### config.mk
export PLATFORM = sky130hd
export DESIGN_NAME = string_key_bucket_hash_top_flat
export DESIGN_NICKNAME = d
export VERILOG_FILES = /design/src/design/skbh_pkg.sv /design/src/design/skbh_if.sv /design/src/design/skbh_core.sv /design/src/design/string_key_bucket_hash_top.sv /design/src/flat_wrapper.sv
export SDC_FILE = /design/constraint.sdc
export NUM_CORES = 1
export LEC_CHECK = 0
export ABC_AREA = 1
export ABC_CLOCK_PERIOD_IN_PS = 4620
export BUFFER_PORTS_ARGS = -buffer_cell sky130_fd_sc_hd__buf_4
export CORE_MARGIN = 4
export CORE_UTILIZATION = 55
export CTS_CLUSTER_DIAMETER = 60
export DETAILED_ROUTE_END_ITERATION = 7
export HOLD_SLACK_MARGIN = 0.02
export PLACE_DENSITY = 0.78
export SLEW_MARGIN = 20
export SYNTH_ARGS = -nofsm -noshare
export SYNTH_HDL_FRONTEND = slang
export SYNTH_HIERARCHICAL = 1
export SYNTH_SLANG_ARGS = --single-unit
### constraint.sdc
create_clock -name clk_i -period 4.62 [get_ports clk_i]
set_clock_uncertainty 0.15 [all_clocks]
set_input_delay 0.462 -clock clk_i [delete_from_list [all_inputs] [get_ports clk_i]]
set_output_delay 0.462 -clock clk_i [all_outputs]
set_load 0.03 [all_outputs]
### src/design/skbh_pkg.sv
// types, constants and the permutation table of the bucket hash block
package skbh_pkg;

  localparam int unsigned HashW      = 32;
  localparam int unsigned ByteW      = 8;
  localparam int unsigned BucketW    = 16;
  localparam int unsigned CfgW       = 5;
  localparam int unsigned HashShift  = 4;
  localparam int unsigned FoldPos    = 16;
  localparam int unsigned FoldShHi   = 16;
  localparam int unsigned FoldShLo   = 5;

  localparam logic [CfgW-1:0]  BucketBitsMin   = 5'd4;
  localparam logic [CfgW-1:0]  BucketBitsMax   = 5'd16;
  localparam logic [BucketW-1:0] BucketMaskRst = 16'h000f;
  localparam logic [HashW-1:0] FoldMask        = 32'h0000_000f << FoldPos;

  // control handed from the input stage to the hash core
  typedef struct packed {
    logic go;
    logic last;
  } step_ctrl_t;

  localparam logic [ByteW-1:0] PermTab [256] = '{
    8'd1,   8'd14,  8'd110, 8'd25,  8'd97,  8'd174, 8'd132, 8'd119,
    8'd138, 8'd170, 8'd125, 8'd118, 8'd27,  8'd233, 8'd140, 8'd51,
    8'd87,  8'd197, 8'd177, 8'd107, 8'd234, 8'd169, 8'd56,  8'd68,
    8'd30,  8'd7,   8'd173, 8'd73,  8'd188, 8'd40,  8'd36,  8'd65,
    8'd49,  8'd213, 8'd104, 8'd190, 8'd57,  8'd211, 8'd148, 8'd223,
    8'd48,  8'd115, 8'd15,  8'd2,   8'd67,  8'd186, 8'd210, 8'd28,
    8'd12,  8'd181, 8'd103, 8'd70,  8'd22,  8'd58,  8'd75,  8'd78,
    8'd183, 8'd167, 8'd238, 8'd157, 8'd124, 8'd147, 8'd172, 8'd144,
    8'd176, 8'd161, 8'd141, 8'd86,  8'd60,  8'd66,  8'd128, 8'd83,
    8'd156, 8'd241, 8'd79,  8'd46,  8'd168, 8'd198, 8'd41,  8'd254,
    8'd178, 8'd85,  8'd253, 8'd237, 8'd250, 8'd154, 8'd133, 8'd88,
    8'd35,  8'd206, 8'd95,  8'd116, 8'd252, 8'd192, 8'd54,  8'd221,
    8'd102, 8'd218, 8'd255, 8'd240, 8'd82,  8'd106, 8'd158, 8'd201,
    8'd61,  8'd3,   8'd89,  8'd9,   8'd42,  8'd155, 8'd159, 8'd93,
    8'd166, 8'd80,  8'd50,  8'd34,  8'd175, 8'd195, 8'd100, 8'd99,
    8'd26,  8'd150, 8'd16,  8'd145, 8'd4,   8'd33,  8'd8,   8'd189,
    8'd121, 8'd64,  8'd77,  8'd72,  8'd208, 8'd245, 8'd130, 8'd122,
    8'd143, 8'd55,  8'd105, 8'd134, 8'd29,  8'd164, 8'd185, 8'd194,
    8'd193, 8'd239, 8'd101, 8'd242, 8'd5,   8'd171, 8'd126, 8'd11,
    8'd74,  8'd59,  8'd137, 8'd228, 8'd108, 8'd191, 8'd232, 8'd139,
    8'd6,   8'd24,  8'd81,  8'd20,  8'd127, 8'd17,  8'd91,  8'd92,
    8'd251, 8'd151, 8'd225, 8'd207, 8'd21,  8'd98,  8'd113, 8'd112,
    8'd84,  8'd226, 8'd18,  8'd214, 8'd199, 8'd187, 8'd13,  8'd32,
    8'd94,  8'd220, 8'd224, 8'd212, 8'd247, 8'd204, 8'd196, 8'd43,
    8'd249, 8'd236, 8'd45,  8'd244, 8'd111, 8'd182, 8'd153, 8'd136,
    8'd129, 8'd90,  8'd217, 8'd202, 8'd19,  8'd165, 8'd231, 8'd71,
    8'd230, 8'd142, 8'd96,  8'd227, 8'd62,  8'd179, 8'd246, 8'd114,
    8'd162, 8'd53,  8'd160, 8'd215, 8'd205, 8'd180, 8'd47,  8'd109,
    8'd44,  8'd38,  8'd31,  8'd149, 8'd135, 8'd0,   8'd216, 8'd52,
    8'd63,  8'd23,  8'd37,  8'd69,  8'd39,  8'd117, 8'd146, 8'd184,
    8'd163, 8'd200, 8'd222, 8'd235, 8'd248, 8'd243, 8'd219, 8'd10,
    8'd152, 8'd131, 8'd123, 8'd229, 8'd203, 8'd76,  8'd120, 8'd209
  };

  // one hash step: shift, add table entry, fold bits 16..19 back down
  function automatic logic [HashW-1:0] hash_step(input logic [HashW-1:0] h_in,
                                                 input logic [ByteW-1:0] b);
    logic [HashW-1:0] h;
    logic [HashW-1:0] g;
    h = (h_in << HashShift) + {{(HashW-ByteW){1'b0}}, PermTab[b]};
    g = h & FoldMask;
    return h ^ (g >> FoldShHi) ^ (g >> FoldShLo);
  endfunction

  // clamp the slot count and build the bucket mask
  function automatic logic [BucketW-1:0] bucket_mask(input logic [CfgW-1:0] bits);
    logic [CfgW-1:0] nb;
    logic [HashW-1:0] m;
    nb = bits;
    if (nb < BucketBitsMin) begin
      nb = BucketBitsMin;
    end
    if (nb > BucketBitsMax) begin
      nb = BucketBitsMax;
    end
    m = (32'd1 << nb) - 32'd1;
    return m[BucketW-1:0];
  endfunction

endpackage

### src/design/skbh_if.sv
// valid/ready channel interfaces of the bucket hash block

// key byte request channel
interface skbh_in_if import skbh_pkg::*; ();
  logic             valid;
  logic             ready;
  logic [ByteW-1:0] key_byte;
  logic             last_byte;

  modport source (output valid, key_byte, last_byte, input ready);
  modport sink   (input valid, key_byte, last_byte, output ready);
endinterface

// hash result channel
interface skbh_out_if import skbh_pkg::*; ();
  logic               valid;
  logic               ready;
  logic [HashW-1:0]   hash_value;
  logic [BucketW-1:0] bucket_index;

  modport source (output valid, hash_value, bucket_index, input ready);
  modport sink   (input valid, hash_value, bucket_index, output ready);
endinterface

// bucket_bits register write channel
interface skbh_cfg_if import skbh_pkg::*; ();
  logic            valid;
  logic            ready;
  logic [CfgW-1:0] bucket_bits;

  modport source (output valid, bucket_bits, input ready);
  modport sink   (input valid, bucket_bits, output ready);
endinterface

### src/design/skbh_core.sv
// running hash register and one-byte hash step
module skbh_core import skbh_pkg::*; (
  input  logic             clk_i,
  input  logic             rst_ni,
  input  step_ctrl_t       ctrl_i,
  input  logic [ByteW-1:0] key_byte_i,
  output logic [HashW-1:0] hash_o
);

  logic [HashW-1:0] run_hash_q;
  logic [HashW-1:0] run_hash_d;

  // hash of the key so far plus this byte
  assign hash_o = hash_step(run_hash_q, key_byte_i);

  // keep the partial hash, restart after the last byte
  always_comb begin
    run_hash_d = run_hash_q;
    if (ctrl_i.go) begin
      run_hash_d = ctrl_i.last ? '0 : hash_o;
    end
  end

  always_ff @(posedge clk_i or negedge rst_ni) begin
    if (!rst_ni) begin
      run_hash_q <= '0;
    end else begin
      run_hash_q <= run_hash_d;
    end
  end

endmodule

### src/design/string_key_bucket_hash_top.sv
// top level of the string key bucket hash block
//
//  channel  dir  payload                        handshake
//  in_i     in   key_byte[7:0], last_byte       valid/ready
//  out_o    out  hash_value[31:0], bucket_index valid/ready
//  cfg_i    in   bucket_bits[4:0]               valid/ready, ready always high
//
// one key byte per cycle while a stalled result does not hold a last byte back;
// a byte passes an input register, then the hash step (table lookup, shift,
// add, fold) writes the result register.
// reset clears the running hash and sets bucket_bits to 4.
// a stalled result holds a last byte and the bytes behind it; others flow on.
module string_key_bucket_hash_top import skbh_pkg::*; (
  input  logic  clk_i,
  input  logic  rst_ni,
  skbh_in_if.sink    in_i,
  skbh_out_if.source out_o,
  skbh_cfg_if.sink   cfg_i
);

  logic               in_vld_q;
  logic [ByteW-1:0]   in_byte_q;
  logic               in_last_q;
  logic               out_vld_q;
  logic [HashW-1:0]   out_hash_q;
  logic [BucketW-1:0] out_bkt_q;
  logic [BucketW-1:0] mask_q;
  logic               out_free;
  logic               in_take;
  step_ctrl_t         step;
  logic [HashW-1:0]   hash_new;

  // flow control between input register and result register
  assign out_free   = !out_vld_q || out_o.ready;
  assign step.go    = in_vld_q && (!in_last_q || out_free);
  assign step.last  = in_last_q;
  assign in_i.ready = !in_vld_q || step.go;
  assign in_take    = in_i.valid && in_i.ready;
  assign cfg_i.ready = 1'b1;

  // input register
  always_ff @(posedge clk_i or negedge rst_ni) begin
    if (!rst_ni) begin
      in_vld_q <= 1'b0;
    end else if (in_i.ready) begin
      in_vld_q <= in_i.valid;
    end
  end

  always_ff @(posedge clk_i) begin
    if (in_take) begin
      in_byte_q <= in_i.key_byte;
      in_last_q <= in_i.last_byte;
    end
  end

  // hash step
  skbh_core u_core (
    .clk_i      (clk_i),
    .rst_ni     (rst_ni),
    .ctrl_i     (step),
    .key_byte_i (in_byte_q),
    .hash_o     (hash_new)
  );

  // bucket mask, clamped at write time
  always_ff @(posedge clk_i or negedge rst_ni) begin
    if (!rst_ni) begin
      mask_q <= BucketMaskRst;
    end else if (cfg_i.valid) begin
      mask_q <= bucket_mask(cfg_i.bucket_bits);
    end
  end

  // result register
  always_ff @(posedge clk_i or negedge rst_ni) begin
    if (!rst_ni) begin
      out_vld_q <= 1'b0;
    end else if (step.go && step.last) begin
      out_vld_q <= 1'b1;
    end else if (out_o.ready) begin
      out_vld_q <= 1'b0;
    end
  end

  always_ff @(posedge clk_i) begin
    if (step.go && step.last) begin
      out_hash_q <= hash_new;
      out_bkt_q  <= hash_new[BucketW-1:0] & mask_q;
    end
  end

  assign out_o.valid        = out_vld_q;
  assign out_o.hash_value   = out_hash_q;
  assign out_o.bucket_index = out_bkt_q;

endmodule

### src/flat_wrapper.sv
// flat-port wrapper written by rule: the top's interface ports become plain ports
module string_key_bucket_hash_top_flat import skbh_pkg::*;
  (clk_i, rst_ni, in_i_valid, in_i_key_byte, in_i_last_byte, in_i_ready, out_o_valid, out_o_hash_value, out_o_bucket_index, out_o_ready, cfg_i_valid, cfg_i_bucket_bits, cfg_i_ready);
  skbh_in_if in_i_i ();
  skbh_out_if out_o_i ();
  skbh_cfg_if cfg_i_i ();
  input  logic clk_i;
  input  logic rst_ni;
  input wire logic [$bits(in_i_i.valid)-1:0] in_i_valid;
  input wire logic [$bits(in_i_i.key_byte)-1:0] in_i_key_byte;
  input wire logic [$bits(in_i_i.last_byte)-1:0] in_i_last_byte;
  output wire logic [$bits(in_i_i.ready)-1:0] in_i_ready;
  output wire logic [$bits(out_o_i.valid)-1:0] out_o_valid;
  output wire logic [$bits(out_o_i.hash_value)-1:0] out_o_hash_value;
  output wire logic [$bits(out_o_i.bucket_index)-1:0] out_o_bucket_index;
  input wire logic [$bits(out_o_i.ready)-1:0] out_o_ready;
  input wire logic [$bits(cfg_i_i.valid)-1:0] cfg_i_valid;
  input wire logic [$bits(cfg_i_i.bucket_bits)-1:0] cfg_i_bucket_bits;
  output wire logic [$bits(cfg_i_i.ready)-1:0] cfg_i_ready;
  assign in_i_i.valid = in_i_valid;
  assign in_i_i.key_byte = in_i_key_byte;
  assign in_i_i.last_byte = in_i_last_byte;
  assign in_i_ready = in_i_i.ready;
  assign out_o_valid = out_o_i.valid;
  assign out_o_hash_value = out_o_i.hash_value;
  assign out_o_bucket_index = out_o_i.bucket_index;
  assign out_o_i.ready = out_o_ready;
  assign cfg_i_i.valid = cfg_i_valid;
  assign cfg_i_i.bucket_bits = cfg_i_bucket_bits;
  assign cfg_i_ready = cfg_i_i.ready;
  string_key_bucket_hash_top u_core (.clk_i(clk_i), .rst_ni(rst_ni), .in_i(in_i_i), .out_o(out_o_i), .cfg_i(cfg_i_i));
endmodule
---- Word-level counts from Yosys, hierarchy flattened ----
Memories as Yosys holds them, arrays and structs flattened.
Cells that the tools add are included.
storage, ports and cells
  word-level logic and storage cells ...... 38
  bits in read-only memories .............. 2,048
  output and inout bits ................... 51
  memories ................................ 1
  register bits ........................... 103
cells by class
  order comparisons ....................... 3
  shift operators ......................... 1
  $add $sub $neg .......................... 2
  multiplexer cells ....................... 9
  bitwise operators ....................... 4
  reductions and logical operators ........ 10
memories
  memory           words  bits a word  rd ports  clocked after memory_dff  write ports  line            source
  (no name shown)  256    8            1         0                         0            skbh_pkg.sv:64  h = (h_in << HashShift) + {{(HashW-ByteW){1'b0}}, PermTab[b]};
operators by type and width
  cell                                                         count
  adder 32 x 8 -> 32 bit                                       1
  bitwise XOR 32 x 15 -> 32 bit                                1
  bitwise XOR 32 x 4 -> 32 bit                                 1
  2-to-1 mux 28 bit                                            1
  2-to-1 mux 5 bit                                             4
  bitwise AND 16 bit                                           1
  2-to-1 mux 8 bit                                             2
  << shifter 1 x 5 -> 16 bit (first input constant)            1
  subtractor 16 x 1 -> 16 bit (second input constant)          1
  greater-or-equal comparator 9 bit (second input constant)    1
  inverter 8 -> 9 bit                                          1
  greater-than comparator 5 bit (second input constant)        1
  less-than comparator 5 x 3 -> 1 bit (second input constant)  1
  logical AND 1 bit                                            3
  logical NOT 1 bit                                            3
  logical OR 1 bit                                             3
  2-to-1 mux 1 bit                                             2
  nonzero test 2 bit                                           1

---- Longest topological paths before layout ----
Gate-level depths: netlist (run 1).
  depth after elaboration ................. 8
  depth in mapped cells ................... 29
  depth with buffers taken out ............ 27

---- Cells and area by module ----
Netlist (run 1), hierarchy kept.
modules (own cells, without submodules)
  module                      instances  area an instance (um^2)  cells an instance
  skbh_core                   1          4,673.2                  840
  string_key_bucket_hash_top  1          2,787.7                  207

---- Worst setup path before layout (run 1) ----
OpenSTA, ideal clock, no wires.
  path kind ............................... register to register
  start point ............................. reg u_core.in_byte_q[0]
  end point ............................... reg u_core.out_bkt_q[2] (netlist: u_core/out_o.bucket_index[2]), data pin
  required time ........................... 4.221 ns
  library setup time ...................... 0.249 ns
  clock period less this slack ............ 4.136 ns
  slack ................................... 0.484 ns
  arrival time ............................ 3.737 ns
  cell stages (with the launch flop) ...... 29
  cell sequence ........................... edfxtp_1 buf_2 inv_1 ha_1 buf_2 nand2_1 buf_2 nand2_1 inv_1 nor3_1 nor3_1 nor2_1 nand2_1 nand3_1 nand2_1 inv_1 ha_1 inv_1 fa_1 nand3b_1 nand2_1 nand2_1 nor2_4 nand2_4 xnor2_2 nand3_1 and2_1 nand2_1 inv_1
between the ends
  longest elaborated chain between the ends .. 8
RTL lines
  what                                                 line                              source
  start: declaration                                   string_key_bucket_hash_top.sv:22  logic [ByteW-1:0] in_byte_q;
  start signal: assignment                             string_key_bucket_hash_top.sv:52  in_byte_q <= in_i.key_byte;
  inverter 8 -> 9 bit (implied by the code)            skbh_pkg.sv:64
  memory (256 x 8 bit)                                 --
  2-to-1 mux 8 bit (implied by the code) (2 in a row)  skbh_pkg.sv:64
  adder 32 x 8 -> 32 bit                               skbh_pkg.sv:64
  bitwise XOR 32 x 4 -> 32 bit                         skbh_pkg.sv:66                    return h ^ (g >> FoldShHi) ^ (g >> FoldShLo);
  bitwise XOR 32 x 15 -> 32 bit                        skbh_pkg.sv:66
  named net u_core.hash_new[2]                         string_key_bucket_hash_top.sv:31  logic [HashW-1:0] hash_new;
  bitwise AND 16 bit                                   string_key_bucket_hash_top.sv:89  out_bkt_q <= hash_new[BucketW-1:0] & mask_q;
  end signal: assignment                               string_key_bucket_hash_top.sv:89
  end: declaration                                     string_key_bucket_hash_top.sv:26  logic [BucketW-1:0] out_bkt_q;
The timed path passes the listed nets, and every way through them passes these cells. The select of a mux whose other input is x is not followed.
A chain may end at the register's enable or synchronous reset.

---- Final worst setup path (run 1) ----
  start point ............................. reg u_core.in_byte_q[0]
  end point ............................... reg u_core.out_bkt_q[3] (netlist: u_core/out_o.bucket_index[3]), data pin
The elaborated chain is that of the path after synthesis.

==> results of run 1 <==
[registers in the layout, summed over array words and instances, names as in the netlist]
signal	flops
u_core/mask_q	16
u_core/in_byte_q	8
u_core/out_o.bucket_index	16
u_core/in_vld_q	1
u_core/out_o.hash_value	32
u_core/u_core/run_hash_q	28
u_core/in_last_q	1
u_core/out_o.valid	1
[cell usage in the layout, fill, tap and decap left out, types with 3 or more instances in the layout]
| cell | n |
|---|---|
| nand4_1 | 11 |
| o221ai_1 | 4 |
| nor2_2 | 4 |
| nand2_1 | 301 |
| o22ai_1 | 5 |
| nand2_2 | 6 |
| buf_4 | 115 |
| dfstp_2 | 4 |
| nand3b_1 | 5 |
| buf_12 | 4 |
| ha_2 | 3 |
| o21ai_0 | 48 |
| o211ai_1 | 14 |
| a31oi_1 | 3 |
| clkbuf_16 | 9 |
| inv_2 | 7 |
| edfxtp_1 | 57 |
| or2_2 | 3 |
| o21ai_1 | 5 |
| nand3_1 | 233 |
| ha_1 | 10 |
| nor3_2 | 3 |
| a21oi_1 | 24 |
| dfrtp_1 | 42 |
| inv_1 | 83 |
| nor2_1 | 50 |
| xor2_1 | 24 |
| o31ai_1 | 3 |
| nor4_1 | 4 |
| conb_1 | 3 |
| nor3_1 | 8 |
| and2_1 | 6 |
[area by class of cell]
class	instances	area [sq um]
Sequential cell	103	2870
Clock buffer	9	225
Timing Repair Buffer	120	953
Fill cell	1129	4530
Inverter	92	347
Antenna cell	1	2.50
Multi-Input combinational cell	799	4010
Clock inverter	7	80.1
Tap cell	176	220
[power by group through the flow]
stage               Sequential [W]  Clock, W  Combinational (W)
finish                     0.00120  0.000777            0.00102
global route               0.00121  0.000829            0.00108
CTS                        0.00120  0.000786           0.000973
detailed placement         0.00121         0           0.000961
global placement           0.00121         0           0.000952
floorplan                  0.00128         0           0.000527
[through the flow]
| stage | TNS, ns | cells | setup WS [ns] | hold slack (ns) |
|---|---|---|---|---|
| 3_3_place_gp | 0 | 1289 | 0.302 | 0.310 |
| 3_5_place_dp | 0 | 1289 | 0.271 | 0.320 |
| 5_1_grt | -0.0543 | 1306 | -0.0271 | 0.108 |
| 6_report | 0 | 1307 | 0.139 | 0.123 |
| 2_1_floorplan | 0 | 1049 | 0.484 | 0.0164 |
| 4_1_cts | 0 | 1306 | 0.109 | 0.111 |
[routing by layer]
layer,wire (um),vias to the layer above
li1,-,3692
met1,11000,3903
met2,12400,761
met3,4570,128
met4,1250,0
met5,0,-
[critical path, delay by kind of cell (launching register included)]
kind                       cells  cell delay [ns]
and+or+nand+nor               14             1.94
adders and majority gates      2             0.71
AOI/OAI and AO/OA              4             0.60
buffers and inverters          4             0.46
DFF                            1             0.37
[kinds of logic (layout without fill, tap and decap cells)]
logic type | Yosys count | after routing | share of synthesized area [%]
fa+ha+maj | 14 | 14 | 2.45
other cells | 1 | 4 | 0.0503
flops | 103 | 103 | 38.4
simple gates | 639 | 639 | 38.3
compound gates | 115 | 115 | 9.09
xor+xnor | 28 | 28 | 3.49
buf+inv | 147 | 228 | 8.23
[path summary, 6_finish.rpt]
path | to | from | depth (start not counted) | slack [ns]
min | u_core/in_last_q | in_i_last_byte | 1 | 0.12
max reg2reg | u_core/out_o.bucket_index[3] | u_core/in_byte_q[0] | 24 | 0.14
min in group asynchronous | u_core/u_core/run_hash_q[25] | rst_ni | 2 | 0.50
min reg2reg | u_core/mask_q[2] | u_core/mask_q[2] | 2 | 0.34
max in group asynchronous | u_core/mask_q[6] | rst_ni | 2 | 3.38
max | u_core/out_o.bucket_index[3] | u_core/in_byte_q[0] | 24 | 0.14
[repair_timing]
action	in CTS	in global routing
buffers inserted	0	0
endpoints found under the hold margin	42	0
hold buffers	1	0
setup endpoints to repair	0	12
gates resized for setup	0	12
==> metrics.cfg, run 1 <==
[worst_setup_path]
cp_slowest_stage_delay_ns = 0.39
path_cells = buf_4 > ha_2 > inv_1 > nand2_1 > nand2_2 > o21ai_0 > nand2_1 > a31oi_1 > o21ai_0 > nand3_1 > nand2_1 > ha_1 > nand2_1 > nor2_1 > nand2_1 > o21ai_2 > nand2_1 > nand2_1 > nand2_2 > inv_1 > nand3_1 > and2_1 > nand2_1 > inv_1
critPathMaxFanout = 13
crit_path_top_delay_cell = ha_1
endpoint_kind = flip-flop
crit_arrival_ns = 4.45
required_ns = 4.59
critical_path.most_common_cell = nand2_1
cp-start-kind = flip-flop
path_class = reg -> reg

[floorplanning]
die_h_um = 124
dieArea_sq_um = 15500
pin_count = 70
fp.dieW_um = 124
core.rowCount = 42
core_sq_um = 13200
start_util_pct = 56.3

[clocking]
cts.sinks = 103
clockBufferDepth = 2
numCtsBuffers = 9
htreeDepth = 3
cts_tree = built
cts_root_buf = clkbuf_16
clk_latency_ns = 0.36
clkTransAtPathRegs_ns = 0.08

[global_route]
grt_pass1_wl_um = 44800
grt_busiest_layer = met2
grtUsageMet1_pct = 50.9
grt_use_met3_pct = 11.4
grt_pass1_vias = 8028
grtUsageMet2_pct = 53.5
overflow = 0
antenna_found_initial = 1
grt_util_all_layers_pct = 36.7
grt_max_degree = 63

[pwr]
swShare_pct = 39.3
finalPower_w = 0.00300
p_int_w = 0.00182
power_frac_clock_pct = 25.9
power.share.sequential_pct = 40.2
comb_power_share_pct = 33.9
ir_drop_v = 0.000270
power.density_nw_per_um2 = 344
leakage_nw = 4.15
p_sw_w = 0.00118

[layout]
drive_gt1_share_pct = 15.5
fin_util_pct = 65.8
nets = 1158
area_growth_pct = 16.7
finalInstanceArea_sq_um = 8710

[yosys]
yosysTopAreaCellShare_pct = 22.9
synth_seq_cells = 103
synthTopCellsByCount = nand2_1 (304), nand3_1 (233), inv_1 (85)
synth-seq-area-share_pct = 38.4
synthTopCellsByArea = edfxtp_1 (23%), nand3_1 (16%), nand2_1 (15%)
synth_largest_area_cell = edfxtp_1
synth_area_sq_um = 7460
synthArstFlopShare_pct = 44.7
synth_cell_types = 48
avgSynthCellArea_sq_um = 7.13
synthMostInstantiatedCell = nand2_1
synth_cells = 1047
synth_ff_type = edfxtp_1
synth_edf_count = 57
yosys_warnings = 6

[route]
viasPerCell = 6.49
ant_nets = 0
post_drt_wl_per_cell_um = 22.4
vias = 8484
drc_errors = 0
first_pass_iters = 6
totalWireLength_um = 29200
drtIter0Drc = 1576

[sta]
setup_viol = 0
min_period_ns = 4.48
hold_viol = 0
period_share_pct = 97.0
relSlewSlack_pct = 30.9
final-max-slew-violation-count = 0
max_freq_ghz = 0.223
worst_pin_slew_ns = 1.03

[worst_hold_path]
holdCritPathClass = in -> reg

[run_status]
outcome = completed

[placement]
port-buffer-count = 68
placed_area_sq_um = 8360
hpwl_um = 21200
place.gp.congestion = 1.06

[flow_run]
cap_violations = 0

No activity file was read; power rests on OpenSTA's default activity.
==> run 2, diff against run 1 <==
--- a/config.mk
+++ b/config.mk
@@ -14,6 +14,7 @@
 export DETAILED_ROUTE_END_ITERATION = 7
 export HOLD_SLACK_MARGIN = 0.02
 export PLACE_DENSITY = 0.78
+export REMOVE_ABC_BUFFERS = 1
 export SLEW_MARGIN = 20
 export SYNTH_ARGS = -nofsm -noshare
 export SYNTH_HDL_FRONTEND = slang
==> metrics.cfg, run 2 (synthesis results as in run 1) <==
[global_route]
grt_pass1_vias = 8027  ; -0.012%
overflow = 0  ; unchanged
antenna_found_initial = 0  ; -1
grt_max_degree = 63  ; unchanged
grt_pass1_wl_um = 45800  ; +2.3%
grt_util_all_layers_pct = 37.7  ; +0.94 points

[route]
totalWireLength_um = 29900  ; +2.3%
drtIter0Drc = 1887  ; +20%
drc_errors = 0  ; unchanged
vias = 8534  ; +0.59%
post_drt_wl_per_cell_um = 23.0  ; +2.8%
viasPerCell = 6.56  ; +1.1%
ant_nets = 0  ; unchanged
first_pass_iters = 6  ; unchanged

[pwr]
ir_drop_v = 0.000285  ; +5.4%
power.density_nw_per_um2 = 351  ; +2.0%
finalPower_w = 0.00305  ; +1.8%
leakage_nw = 4.15  ; -0.20%

[sta]
max_freq_ghz = 0.228  ; +2.0%
worst_pin_slew_ns = 1.12  ; +0.0862 ns
period_share_pct = 95.1  ; -1.9 points
min_period_ns = 4.39  ; -0.0883 ns
hold_viol = 0  ; unchanged
final-max-slew-violation-count = 0  ; unchanged
relSlewSlack_pct = 25.0  ; -5.9 points
setup_viol = 0  ; unchanged
rsz0062_at_grt = false

[floorplanning]
core_sq_um = 13200  ; unchanged
pin_count = 70  ; unchanged
core.rowCount = 42  ; unchanged
die_h_um = 124  ; unchanged
start_util_pct = 56.3  ; unchanged
fp.dieW_um = 124  ; unchanged
dieArea_sq_um = 15500  ; unchanged

[clocking]
cts_tree = built
htreeDepth = 3  ; unchanged
cts_setup_buffers = 0  ; unchanged
clockBufferDepth = 2  ; unchanged
clkTransAtPathRegs_ns = 0.08  ; about the same
cts_root_buf = clkbuf_16
clk_latency_ns = 0.36  ; about the same
cts.sinks = 103  ; unchanged
numCtsBuffers = 9  ; unchanged

[worst_setup_path]
cp-start-kind = flip-flop
worst-path-buf-inv = 7  ; +3
crit_path_top_delay_cell = fa_1
endpoint_kind = flip-flop
path_class = reg -> reg
critPathMaxFanout = 13  ; unchanged
cp_slowest_stage_delay_ns = 0.41  ; +0.02 ns
required_ns = 4.59  ; about the same
crit_arrival_ns = 4.36  ; -0.09 ns
critPathTopFamily = simple AND/OR/NAND/NOR gates

[layout]
layout_commonest_cell = nand2_1
drive_gt1_share_pct = 15.6  ; +0.069 points
nets = 1153  ; -0.43%
largest_reg_flops = 32  ; unchanged
diodes = 0  ; -1
area_growth_pct = 16.4
finalInstanceArea_sq_um = 8680  ; -0.27%
final_cell_mix = nand2_1 (301), nand3_1 (232), buf_4 (110), inv_1 (83), edfxtp_1 (57)

[flow_run]
cap_violations = 0  ; unchanged

[placement]
place.gp.congestion = 1.06  ; +0.63%
hpwl_um = 21200  ; -0.30%
placed_area_sq_um = 8310  ; -0.60%
port-buffer-count = 68  ; unchanged

[worst_hold_path]
holdCritPathClass = in -> reg

[run_status]
outcome = completed

[run 2: cell count changes in the layout (fill, tap and decap cells not counted), moves of 2 or more]
cell | previous run | this run
buf_4 | 115 | 110
o21ai_0 | 48 | 51
o21ai_1 | 5 | 2
inv_6 | 2 | 0
nor2_1 | 50 | 48
nor2_2 | 4 | 6
[run 2: path summary, 6_finish.rpt]
check	startpoint	end	slack [ns]	depth (start not counted)
setup / recovery	u_core/in_byte_q[0]	u_core/out_o.bucket_index[13]	0.23	25
hold / removal	in_i_key_byte[2]	u_core/in_byte_q[2]	0.13	1
setup reg to reg	u_core/in_byte_q[0]	u_core/out_o.bucket_index[13]	0.23	25
hold reg to reg	u_core/mask_q[1]	u_core/mask_q[1]	0.34	2
max in group asynchronous	rst_ni	u_core/out_o.valid	3.38	2
min in group asynchronous	rst_ni	u_core/u_core/run_hash_q[25]	0.51	2
[run 2: metal layers]
metal	track usage [%]	vias to the layer above	share of wire [%]
met5	0	-	0
met3	11.7	149	15
met4	13.1	0	4.2
met1	51.6	3943	38
met2	56.7	776	43
li1	-	3666	-
[run 2: power by group]
part           internal, W  switching (W)  leakage (nW)  total (W)
Clock             0.000450       0.000372         0.161   0.000823
Combinational     0.000315       0.000715          2.85    0.00103
Sequential         0.00111      0.0000890          1.14    0.00120
Total              0.00188        0.00118          4.15    0.00305
[run 2: cell type report]
class | count | area [sq um]
fill | 1102 | 4560
clock buffer | 10 | 239
multi-input combinational | 799 | 4020
inverter | 92 | 348
clock inverter | 6 | 85.1
sequential | 103 | 2870
tap | 176 | 220
timing repair buffer | 115 | 907
[run 2: metrics by stage]
stage | setup WS (ns) | cells | utilization [%] | hold slack, ns | setup TNS [ns]
3_5_place_dp | 0.187 | 1284 | 62.8 | 0.325 | 0
6_report | 0.228 | 1301 | 65.6 | 0.129 | 0
5_1_grt | 0.0144 | 1301 | 65.6 | 0.117 | 0
2_1_floorplan | -0.399 | 994 | - | 0.0164 | -5.04
3_3_place_gp | 0.308 | 1284 | 62.8 | 0.304 | 0
4_1_cts | 0.161 | 1301 | 65.3 | 0.121 | 0
[run 2: what timing repair did]
| action | in CTS | in global routing |
|---|---|---|
| endpoints found under the setup margin | 0 | 13 |
| gates resized for setup | 0 | 14 |
| hold endpoints to repair | 42 | 0 |
| hold buffers | 1 | 0 |
==> run 3, diff against run 2 <==
--- a/config.mk
+++ b/config.mk
@@ -14,6 +14,7 @@
 export DETAILED_ROUTE_END_ITERATION = 7
 export HOLD_SLACK_MARGIN = 0.02
 export PLACE_DENSITY = 0.78
+export RECOVER_POWER = 100
 export REMOVE_ABC_BUFFERS = 1
 export SLEW_MARGIN = 20
 export SYNTH_ARGS = -nofsm -noshare
==> metrics.cfg, run 3 (synthesis results as in run 1) <==
[floorplanning]
fp.dieW_um = 124  ; unchanged
core_sq_um = 13200  ; unchanged
pin_count = 70  ; unchanged
start_util_pct = 56.3  ; unchanged
dieArea_sq_um = 15500  ; unchanged
core.rowCount = 42  ; unchanged
die_h_um = 124  ; unchanged

[route]
totalWireLength_um = 29800  ; -0.26%
viasPerCell = 6.54  ; -0.23%
post_drt_wl_per_cell_um = 22.9  ; -0.26%
drtIter0Drc = 1899  ; +0.64%
first_pass_iters = 8  ; +2
ant_nets = 0  ; unchanged
drc_errors = 0  ; unchanged
vias = 8514  ; -0.23%

[placement]
placed_area_sq_um = 8310  ; unchanged
hpwl_um = 21200  ; unchanged
port-buffer-count = 68  ; unchanged
place.gp.congestion = 1.06  ; unchanged

[layout]
final_cell_mix = nand2_1 (303), nand3_1 (232), inv_1 (84), clkbuf_1 (57), edfxtp_1 (57)
drive_gt1_share_pct = 9.51  ; -6.0 points
fin_util_pct = 63.6  ; -1.9 points
finalInstanceArea_sq_um = 8430  ; -3.0%
layout_commonest_cell = nand2_1
diodes = 0  ; unchanged
area_growth_pct = 13.0
nets = 1153  ; unchanged
largest_reg_flops = 32  ; unchanged

[pwr]
ir_drop_v = 0.000271  ; -4.7%
power.density_nw_per_um2 = 357  ; +1.5%
leakage_nw = 3.91  ; -5.6%

[worst_setup_path]
cp-start-kind = flip-flop
crit_path_top_delay_cell = fa_1
path_cells = buf_4 > ha_1 > inv_1 > nand2_1 > inv_1 > o21ai_0 > o211ai_1 > nand3_2 > nand3_1 > nand2_1 > inv_1 > ha_1 > inv_1 > fa_1 > nand3b_1 > nand2_1 > nand2_1 > nor2_4 > nand2_4 > nor3_1 > nand3_1 > xor2_1
r2r_start = u_core/in_byte_q[0]
endpoint_kind = flip-flop
critPathLaunch = u_core/in_byte_q[0]
critPathMaxFanout = 13  ; unchanged
required_ns = 4.59  ; about the same
cp_slowest_stage_delay_ns = 0.41  ; about the same
crit_arrival_ns = 4.37  ; about the same
path_class = reg -> reg

[sta]
period_share_pct = 95.4  ; +0.34 points
relSlewSlack_pct = -73.7  ; -99 points
worst_pin_slew_ns = 2.61  ; +1.48 ns
rsz0062_at_grt = false
max_freq_ghz = 0.227  ; -0.36%
min_period_ns = 4.41  ; +0.0157 ns
hold_viol = 0  ; unchanged
setup_viol = 0  ; unchanged
final-max-slew-violation-count = 96  ; +96

[clocking]
cts_setup_buffers = 0  ; unchanged
cts_tree = built
cts_root_buf = clkbuf_16
htreeDepth = 3  ; unchanged
clockBufferDepth = 2  ; unchanged
clk_latency_ns = 0.36  ; about the same
cts.sinks = 103  ; unchanged
numCtsBuffers = 9  ; unchanged
clkTransAtPathRegs_ns = 0.08  ; about the same

[global_route]
grt_max_degree = 63  ; unchanged
overflow = 0  ; unchanged
grt_pass1_vias = 8027  ; unchanged
antenna_found_initial = 0  ; unchanged
grt_util_all_layers_pct = 37.7  ; unchanged
grt_pass1_wl_um = 45800  ; unchanged

[run_status]
outcome = finished with violations
violations = max-capacitance violations, max-slew violations

[worst_hold_path]
hold_start = in_i_key_byte[0]
holdCritPathClass = in -> reg

[flow_run]
cap_violations = 2  ; +2

run 3: power by group:
group,switching [W],total [W],internal (W)
clock network,0.000375,0.000826,0.000451
logic,0.000709,0.000980,0.000271
registers,0.0000877,0.00120,0.00111
total,0.00117,0.00300,0.00183
run 3: area by class of cell:
class | instances | area [sq um]
repair buffers | 115 | 693
clock inverters | 6 | 85.1
clock buffers | 10 | 239
flip-flops and latches | 103 | 2870
multi-input cells | 799 | 3980
well taps | 176 | 220
inverters | 92 | 348
fillers | 1176 | 4810
run 3: critical path: cells and delay by family (launching register included):
kind	cells	cell delay (ns)
XOR/XNOR	1	0.17
flip-flops	1	0.40
AO/OA/AOI/OAI	2	0.29
AND/OR/NAND/NOR	11	1.72
buffers and inverters	5	0.61
adder cells (fa/ha/maj)	3	0.82
run 3: final timing paths:
path	depth (start not counted)	slack [ns]	to
min reg2reg	2	0.35	u_core/mask_q[7]
max in group asynchronous	2	1.52	u_core/in_vld_q
max	22	0.21	u_core/out_o.hash_value[28]
max reg2reg	22	0.21	u_core/out_o.hash_value[28]
min in group asynchronous	2	1.31	u_core/u_core/run_hash_q[25]
min	1	0.15	u_core/in_byte_q[0]
run 3: metrics by stage:
| step | hold WS [ns] | std cells | setup WS (ns) | TNS [ns] | power [W] |
|---|---|---|---|---|---|
| CTS | 0.121 | 1301 | 0.161 | 0 | 0.00300 |
| finish | 0.151 | 1301 | 0.212 | 0 | 0.00300 |
| floorplan | 0.0164 | 994 | -0.399 | -5.04 | 0.00178 |
| global placement | 0.304 | 1284 | 0.308 | 0 | 0.00216 |
| detailed placement | 0.325 | 1284 | 0.187 | 0 | 0.00217 |
| global route | 0.141 | 1301 | 0.00777 | 0 | 0.00312 |
run 3: timing repair:
item | 4_1_cts | 5_1_grt
gates resized for setup | 0 | 14
endpoints found under the hold margin | 42 | 0
hold buffers | 1 | 0
endpoints found under the setup margin | 0 | 13
run 3: routing by layer:
| layer | part of all wire, % | vias up | global-route usage (%) | wire length [um] |
|---|---|---|---|---|
| met3 | 15 | 148 | 11.7 | 4530 |
| met4 | 4.3 | 0 | 13.1 | 1290 |
| met2 | 43 | 786 | 56.7 | 12800 |
| li1 | - | 3675 | - | - |
| met5 | 0 | - | 0 | 0 |
| met1 | 38 | 3905 | 51.6 | 11200 |
